==> src/hw/rtl/itc_pkg.sv <==
package itc_pkg;

    // Register indexes on the configuration port
    localparam logic [0:0] REG_ADVANCE_RATIO = 1'd0;
    localparam logic [0:0] REG_DWELL_TICKS   = 1'd1;

    // Register reset values (advance 0.19067 in Q0.16, dwell in ticks)
    localparam logic [15:0] ADVANCE_RATIO_RST = 16'd12496;
    localparam logic [15:0] DWELL_TICKS_RST   = 16'd600;

    // One tick handed from the input stage to the timer
    typedef struct packed {
        logic fire;     // a tick transaction is processed this cycle
        logic edge_in;  // that tick carries a sensor edge
    } t_tick_ctl;

    // Timer state shown on the result channel
    typedef struct packed {
        logic        coil_line;
        logic        tach_line;
        logic        counting;
        logic [15:0] last_period;
    } t_tick_res;

endpackage

==> src/hw/rtl/itc_timer.sv <==
module itc_timer import itc_pkg::*; (
    input  logic        i_clk,
    input  logic        i_rst_n,
    input  t_tick_ctl   i_ctl,
    input  logic [15:0] i_advance_ratio,
    input  logic [15:0] i_dwell_ticks,
    output t_tick_res   o_res
);

    logic [15:0] r_tick_count, n_tick_count;
    logic        r_run_flag, n_run_flag;
    logic [15:0] r_fire_point, n_fire_point;
    logic [15:0] r_release_point, n_release_point;
    logic        r_coil_level, n_coil_level;
    logic        r_tach_level, n_tach_level;
    logic [15:0] r_period_hold, n_period_hold;

    logic [31:0] prod;
    logic [15:0] fire_new;
    logic [15:0] count_next;
    logic        hit_a;
    logic        hit_b;

    // Firing point from the captured period: period * ratio, Q0.16 truncated
    assign prod       = {16'd0, r_tick_count} * {16'd0, i_advance_ratio};
    assign fire_new   = prod[31:16];
    assign count_next = r_tick_count + 16'd1;
    assign hit_a      = (count_next == r_fire_point);
    assign hit_b      = (count_next == r_release_point);

    // Next state for one tick
    always_comb begin
        n_tick_count    = r_tick_count;
        n_run_flag      = r_run_flag;
        n_fire_point    = r_fire_point;
        n_release_point = r_release_point;
        n_coil_level    = r_coil_level;
        n_tach_level    = r_tach_level;
        n_period_hold   = r_period_hold;
        if (i_ctl.fire) begin
            if (i_ctl.edge_in) begin
                // capture period, restart counter, new compares
                n_period_hold   = r_tick_count;
                n_tick_count    = '0;
                n_run_flag      = 1'b1;
                n_fire_point    = fire_new;
                n_release_point = {1'b0, r_tick_count[15:1]} - fire_new;
            end else if (r_run_flag) begin
                n_tick_count = count_next;
                if (count_next == '0) begin
                    // wrap: release coil and stop
                    n_coil_level = 1'b1;
                    n_run_flag   = 1'b0;
                end else begin
                    // compare A acts first, then B against the old release point
                    if (hit_a) begin
                        n_tach_level    = ~r_tach_level;
                        n_coil_level    = 1'b0;
                        n_release_point = r_fire_point + i_dwell_ticks;
                    end
                    if (hit_b) begin
                        n_coil_level = 1'b1;
                    end
                end
            end
        end
    end

    always_ff @(posedge i_clk) begin
        if (!i_rst_n) begin
            r_tick_count    <= '0;
            r_run_flag      <= 1'b0;
            r_fire_point    <= '0;
            r_release_point <= '0;
            r_coil_level    <= 1'b1;
            r_tach_level    <= 1'b0;
            r_period_hold   <= '0;
        end else begin
            r_tick_count    <= n_tick_count;
            r_run_flag      <= n_run_flag;
            r_fire_point    <= n_fire_point;
            r_release_point <= n_release_point;
            r_coil_level    <= n_coil_level;
            r_tach_level    <= n_tach_level;
            r_period_hold   <= n_period_hold;
        end
    end

    assign o_res.coil_line   = r_coil_level;
    assign o_res.tach_line   = r_tach_level;
    assign o_res.counting    = r_run_flag;
    assign o_res.last_period = r_period_hold;

endmodule

==> src/hw/rtl/ignition_timing_controller_unit.sv <==
// Channel   Direction  Handshake          Payload
// tick in   input      i_valid / o_stall  i_sensor_edge
// result    output     o_valid / i_stall  o_coil_line, o_tach_line, o_counting, o_last_period
// config    input      i_cfg_we           i_cfg_addr, i_cfg_data
//
// One tick per clock unless the result channel stalls: input register, then timer state
// (the result register). The 16x16 firing-point multiply sets the longest path.
// Synchronous active-low reset: coil high, tach low, counter stopped, registers to defaults.
// A stall on a full result register freezes the timer and a loaded input stage (o_stall).
module ignition_timing_controller_unit import itc_pkg::*; (
    input  logic        i_clk,
    input  logic        i_rst_n,
    // tick input channel
    input  logic        i_valid,
    output logic        o_stall,
    input  logic        i_sensor_edge,
    // result channel
    output logic        o_valid,
    input  logic        i_stall,
    output logic        o_coil_line,
    output logic        o_tach_line,
    output logic        o_counting,
    output logic [15:0] o_last_period,
    // configuration writes
    input  logic        i_cfg_we,
    input  logic [0:0]  i_cfg_addr,
    input  logic [15:0] i_cfg_data
);

    logic        r_in_vld;
    logic        r_in_edge;
    logic        r_out_vld;
    logic [15:0] r_advance_ratio;
    logic [15:0] r_dwell_ticks;
    logic        out_hold;
    t_tick_ctl   tick_ctl;
    t_tick_res   tick_res;

    // Result register full and not taken: pipeline holds
    assign out_hold = r_out_vld & i_stall;
    assign o_stall  = r_in_vld & out_hold;

    // Configuration registers
    always_ff @(posedge i_clk) begin
        if (!i_rst_n) begin
            r_advance_ratio <= ADVANCE_RATIO_RST;
            r_dwell_ticks   <= DWELL_TICKS_RST;
        end else if (i_cfg_we) begin
            case (i_cfg_addr)
                REG_ADVANCE_RATIO: r_advance_ratio <= i_cfg_data;
                REG_DWELL_TICKS:   r_dwell_ticks   <= i_cfg_data;
                default: ;
            endcase
        end
    end

    // Input register
    always_ff @(posedge i_clk) begin
        if (!i_rst_n) begin
            r_in_vld <= 1'b0;
        end else if (!o_stall) begin
            r_in_vld <= i_valid;
        end
    end

    always_ff @(posedge i_clk) begin
        if (!o_stall) begin
            r_in_edge <= i_sensor_edge;
        end
    end

    // Result valid flag; the timer state itself is the result payload
    always_ff @(posedge i_clk) begin
        if (!i_rst_n) begin
            r_out_vld <= 1'b0;
        end else if (!out_hold) begin
            r_out_vld <= r_in_vld;
        end
    end

    assign tick_ctl.fire    = r_in_vld & ~out_hold;
    assign tick_ctl.edge_in = r_in_edge;

    itc_timer u_timer (
        .i_clk           (i_clk),
        .i_rst_n         (i_rst_n),
        .i_ctl           (tick_ctl),
        .i_advance_ratio (r_advance_ratio),
        .i_dwell_ticks   (r_dwell_ticks),
        .o_res           (tick_res)
    );

    assign o_valid       = r_out_vld;
    assign o_coil_line   = tick_res.coil_line;
    assign o_tach_line   = tick_res.tach_line;
    assign o_counting    = tick_res.counting;
    assign o_last_period = tick_res.last_period;

endmodule

==> config.mk <==
export PLATFORM = sky130hd
export DESIGN_NAME = ignition_timing_controller_unit
export DESIGN_NICKNAME = d
export VERILOG_FILES = /design/src/hw/rtl/itc_pkg.sv /design/src/hw/rtl/itc_timer.sv /design/src/hw/rtl/ignition_timing_controller_unit.sv
export SDC_FILE = /design/constraint.sdc
export NUM_CORES = 1
export LEC_CHECK = 0
export BUFFER_PORTS_ARGS = -buffer_cell sky130_fd_sc_hd__buf_4
export CAP_MARGIN = 30
export CORE_MARGIN = 8
export CORE_UTILIZATION = 32
export CTS_BUF_LIST = sky130_fd_sc_hd__clkbuf_4 sky130_fd_sc_hd__clkbuf_8
export DETAILED_ROUTE_END_ITERATION = 6
export SYNTH_ARGS = -nofsm -noshare
export SYNTH_HDL_FRONTEND = slang
export SYNTH_SLANG_ARGS = --single-unit
==> constraint.sdc <==
create_clock -name i_clk -period 9.65 [get_ports i_clk]
set_input_delay 1.93 -clock i_clk [delete_from_list [all_inputs] [get_ports i_clk]]
set_output_delay 1.93 -clock i_clk [all_outputs]
set_load 0.02 [all_outputs]
==> flow_summary.json, run 1 <==
{
  "dp_hpwl_mm": 30.0,
  "power_density_mw_per_mm2": 55.2,
  "required_ns": 9.97,
  "drv_slew": 0,
  "rows": 77,
  "cp.arrival_ns": 9.37,
  "viasPerCell": 4.90,
  "yosysMostFrequentCell": "nand2_1",
  "dp.cells": 2272,
  "ant_nets": 0,
  "cp_common_cell": "fa_1",
  "ys_seq_elements": 102,
  "grt_pass1_wl_mm": 62.1,
  "postCtsSetupBuffers": 0,
  "fillers": 4600,
  "die_y_um": 226,
  "n_antenna_cell": 0,
  "die_w_um": 226,
  "rsz0062_at_grt": "false",
  "overflow": 0,
  "clockBufferDepth": 2,
  "max-cap-violations": 0,
  "synthCells": 1693,
  "syn_nets": 2037,
  "worst_slew_pin_slew_ns": 1.01,
  "numPortBuffers": 43,
  "synthFlopType": "dfxtp_1",
  "synth_area_leaders": "fa_1 28%, dfxtp_1 14%, ha_1 11%",
  "wirelength_mm": 37.9,
  "place.gp.congestion": 0.857,
  "final_cell_area_sq_mm": 0.0153,
  "hold_violations": 0,
  "seqCellArea_sq_mm": 0.00206,
  "critPathLaunchType": "flop",
  "hold_slack_ns": 0.474,
  "yosysTopAreaCell": "fa_1",
  "multi_input_area_sq_mm": 0.0107,
  "netlist_area_sq_mm": 0.0141,
  "finalCriticalPeriod_ns": 9.04,
  "vdd_drop_max_mv": 0.0531,
  "place_area_sq_mm": 0.0151,
  "start_util": 0.321,
  "antenna_found_initial": 0,
  "finalSetupTns_ns": 0,
  "crit_type": "flop to flop",
  "wl_per_cell_um": 16.6,
  "synth.distinct_cells": 63,
  "slowest_delay_ns": 0.82,
  "drtIter0Drc": 721,
  "clock_skew_ns": 0.0168,
  "numCtsBuffers": 9,
  "drive_above_1_share": 0.0690,
  "dieArea_sq_mm": 0.0510,
  "cts.clk_slew.worst_paths_ns": 0.11,
  "setup_viol": 0,
  "final_nets": 2035,
  "ctsHoldBuffers": 0,
  "max_freq_ghz": 0.111,
  "grt_pass1_vias": 11600,
  "cts_tree": "done",
  "clk_latency_ns": 0.41,
  "area_growth_pct": 8.50,
  "period_share": 0.937,
  "avgSynthCellArea_sq_um": 8.32,
  "outcome": "complete, no violations",
  "clock-sinks": 102,
  "hold_path_class": "flop to flop",
  "yosys-top-cells-count": "314 x nand2_1, 250 x inv_1, 195 x fa_1",
  "pin_count": 44,
  "critPathMaxFanout": 14,
  "async_reset_ff_frac": 0,
  "synth_top_area_share": 0.277,
  "yosysWarnings": 0,
  "worstSetupEndpointType": "flop",
  "core_area_sq_mm": 0.0438,
  "leakage_uw": 0.00721,
  "ys_seq_area_frac": 0.146,
  "drt-pass1-iter-count": 5,
  "dr_total_vias": 11200,
  "layout.cells.non_filler": 2288,
  "cts_root_buffer": "clkbuf_8",
  "grt_max_degree": 104,
  "synth_edf_count": 1,
  "ctsResizeCount": 0,
  "cts_htree_levels": 3,
  "crit_path_top_delay_cell": "dfxtp_1",
  "route.detailed.drc": 0,
  "grtUsageTotal": 0.153,
  "max_slew_margin": 0.330
}
==> power breakdown <==
group | internal (uW) | switching, uW
Sequential | 433 | 21.1
Combinational | 33.2 | 53.4
Clock | 129 | 172
==> layout by cell type (no fill, tap or decap), types with 37 or more instances in the layout <==
master / n
nand2_1: 314
inv_1: 250
fa_1: 195
and2_1: 139
ha_1: 126
dfxtp_1: 98
buf_4: 79
xnor2_1: 54
o21ai_0: 53
a21boi_0: 52
nor2_1: 43
a21oi_1: 37
==> stage by stage <==
| stage | worst slack (ns) | util | power (uW) |
|---|---|---|---|
| 6_report | 0.607 | 0.348 | 843 |
| 5_1_grt | 0.0140 | 0.348 | 876 |
| 4_1_cts | 0.637 | 0.348 | 849 |
| 3_5_place_dp | 0.673 | 0.344 | 550 |
| 3_3_place_gp | 0.866 | 0.344 | 548 |
| 2_1_floorplan | 1.14 | - | 507 |
==> final timing paths <==
kind | start | endpoint | slack, ns | cells after the start
setup / recovery | u_timer.r_tick_count[9] | u_timer.r_release_point[15] | 0.61 | 34
hold / removal | u_timer.r_period_hold[5] | u_timer.r_period_hold[5] | 0.47 | 2
setup reg to reg | u_timer.r_tick_count[9] | u_timer.r_release_point[15] | 0.61 | 34
hold reg to reg | u_timer.r_period_hold[5] | u_timer.r_period_hold[5] | 0.47 | 2
==> routing by layer <==
metal | global-route usage | part of all wire
met2 | 0.264 | 0.49
met5 | 0 | 0
met1 | 0.194 | 0.44
met4 | 0.0465 | 0.029
met3 | 0.0248 | 0.043
==> state kept, by name, indices dropped and copies added, names as in the netlist <==
| name | cells |
|---|---|
| r_advance_ratio | 16 |
| r_dwell_ticks | 16 |
| u_timer.r_fire_point | 16 |
| u_timer.r_period_hold | 16 |
| u_timer.r_release_point | 16 |
| u_timer.r_tick_count | 16 |
| o_valid | 1 |
| r_in_edge | 1 |
| r_in_vld | 1 |
| u_timer.r_coil_level | 1 |
| u_timer.r_run_flag | 1 |
| u_timer.r_tach_level | 1 |
==> critical path: cells and delay by family (launching register included) <==
| kind | cells | cell delay, ns |
|---|---|---|
| mux | 1 | 0.17 |
| compound gates | 12 | 2.74 |
| xor+xnor | 2 | 0.28 |
| simple gates | 7 | 0.86 |
| flops | 1 | 0.82 |
| buf+inv | 4 | 0.44 |
| fa+ha+maj | 8 | 3.65 |
==> layout make-up <==
| type | instances | share of cell area |
|---|---|---|
| Inverter | 251 | 0.0617 |
| Clock buffer | 11 | 0.00909 |
| Sequential cell | 102 | 0.135 |
| Multi-Input combinational cell | 1248 | 0.703 |
| Tap cell | 592 | 0.0485 |
| Timing Repair Buffer | 79 | 0.0388 |
| Clock inverter | 5 | 0.00434 |
==> cell families after synthesis <==
family,after synthesis,share of synthesized area
buffers and inverters,343,0.0915
xor gates and xnor gates,85,0.0529
and+or+nand+nor,609,0.204
DFF,102,0.146
adders and majority gates,326,0.393
muxes,2,0.00151
AOI/OAI and AO/OA,226,0.111
No activity file was read; power rests on OpenSTA's default activity.
==> inputs of run 2 (changes only) <==
==> constraint.sdc (replaced) <==
create_clock -name i_clk -period 9.65 [get_ports i_clk]
set_input_delay 0 -clock i_clk [delete_from_list [all_inputs] [get_ports i_clk]]
set_output_delay 0 -clock i_clk [all_outputs]
set_load 0.02 [all_outputs]
==> flow_summary.json, run 2 (synthesis results as in run 1) <==
{
  "rsz0062_at_grt": "false",
  "clk_latency_ns": 0.41,
  "worstSetupEndpointType": "flop",
  "finalCriticalPeriod_ns": 9.03,
  "swShare": 0.292,
  "ant_nets": 0,
  "grt_pass1_wl_mm": 62.3,
  "start_util": 0.321,
  "cp_common_cell": "fa_1",
  "outcome": "complete, no violations",
  "critPathLaunchType": "flop",
  "drv_slew": 0,
  "pwr-share-comb": 0.109,
  "grt_pass1_vias": 11700,
  "route.detailed.drc": 0,
  "power_frac_clock": 0.356,
  "final_cell_area_sq_mm": 0.0155,
  "wirelength_mm": 37.9,
  "die_y_um": 226,
  "cp.arrival_ns": 9.35,
  "core_area_sq_mm": 0.0438,
  "grt_max_degree": 104,
  "cts_tree": "done",
  "dr_total_vias": 11400,
  "p_sw_uw": 248,
  "dp_hpwl_mm": 30.0,
  "crit_type": "flop to flop",
  "hold_slack_ns": 0.0187,
  "vdd_drop_max_mv": 0.0540,
  "final_common_cell": "nand2_1",
  "max_freq_ghz": 0.111,
  "fillers": 4579,
  "dieArea_sq_mm": 0.0510,
  "postCtsSetupBuffers": 0,
  "wl_per_cell_um": 16.4,
  "max-cap-violations": 0,
  "antenna_found_initial": 0,
  "dp.cells": 2272,
  "worst_slew_pin_slew_ns": 1.00,
  "drt-pass1-iter-count": 6,
  "cts_root_buffer": "clkbuf_8",
  "internal-power_uw": 601,
  "rrSetupSlack_ns": 0.62,
  "viasPerCell": 4.93,
  "slowest_delay_ns": 0.82,
  "die_w_um": 226,
  "finalSetupTns_ns": 0,
  "max_slew_margin": 0.333,
  "sequentialPowerShare": 0.535,
  "drive_above_1_share": 0.0682,
  "hold_violations": 0,
  "power_density_mw_per_mm2": 54.9,
  "leakage_uw": 0.00729,
  "overflow": 0,
  "grtUsageTotal": 0.153,
  "period_share": 0.936,
  "drtIter0Drc": 715,
  "final_nets": 2055,
  "seqCellArea_sq_mm": 0.00206,
  "mostFrequentLayoutCells": "314 x nand2_1, 250 x inv_1, 195 x fa_1",
  "clockBufferDepth": 2,
  "clock-sinks": 102,
  "required_ns": 9.97,
  "critPathMaxFanout": 14,
  "clock_skew_ns": 0.0167,
  "n_antenna_cell": 0,
  "power_uw": 849,
  "multi_input_area_sq_mm": 0.0107,
  "numCtsBuffers": 9,
  "numPortBuffers": 43,
  "cts_htree_levels": 3,
  "cts.clk_slew.worst_paths_ns": 0.11,
  "area_growth_pct": 9.92,
  "pin_count": 44,
  "hold_path_class": "primary input to flop",
  "setup_viol": 0,
  "layout.cells.non_filler": 2308,
  "place_area_sq_mm": 0.0151,
  "crit_path_top_delay_cell": "dfxtp_1",
  "rows": 77,
  "place.gp.congestion": 0.857
}
run 2: cell count changes in the layout (fill, tap and decap cells not counted), sizes merged:
cell         before  now
dlygate4sd3       0   20
run 2: final timing paths:
path | from | to | cells after the start
max | u_timer.r_tick_count[9] | u_timer.r_release_point[15] | 34
min | i_cfg_addr | r_advance_ratio[2] | 4
max reg2reg | u_timer.r_tick_count[9] | u_timer.r_release_point[15] | 34
min reg2reg | u_timer.r_period_hold[5] | u_timer.r_period_hold[5] | 2
run 2: power groups by stage:
stage / Sequential [uW] / Combinational [uW] / Clock [uW]
detailed placement: 464 / 85.6 / 0
global placement: 464 / 84.5 / 0
CTS: 454 / 92.6 / 309
global route: 456 / 102 / 325
finish: 454 / 92.8 / 302
floorplan: 451 / 56.1 / 0
run 2: timing repair:
action / 4_1_cts / 5_1_grt
endpoints found under the hold margin: 35 / 0
resized for setup: 0 / 3
endpoints found under the setup margin: 0 / 2
hold buffers: 20 / 0
run 2: layout make-up:
cell class / count / share of cell area
repair buffers: 99 / 0.0513
inverters: 251 / 0.0609
multi-input cells: 1248 / 0.694
clock buffers: 11 / 0.00897
well taps: 592 / 0.0479
flip-flops and latches: 102 / 0.133
clock inverters: 5 / 0.00429
run 2: worst max-delay path: cells and delay by family (launching register included):
kind,cells,cell delay [ns]
AO/OA/AOI/OAI,12,2.72
XOR/XNOR,2,0.28
adder cells (fa/ha/maj),8,3.64
buffers and inverters,4,0.44
flip-flops,1,0.82
multiplexers,1,0.17
AND/OR/NAND/NOR,7,0.85
run 2: per-layer routing:
layer  wire length (um)  track usage
met5                  0            0
met4               1140       0.0465
met3               1950       0.0248
met2              18700        0.265
met1              16100        0.195
run 2: through the flow:
stage          setup WS [ns]  utilization
2_1_floorplan           1.14            -
3_3_place_gp           0.866        0.344
3_5_place_dp           0.673        0.344
4_1_cts                0.637        0.353
5_1_grt               0.0140        0.353
6_report               0.621        0.353
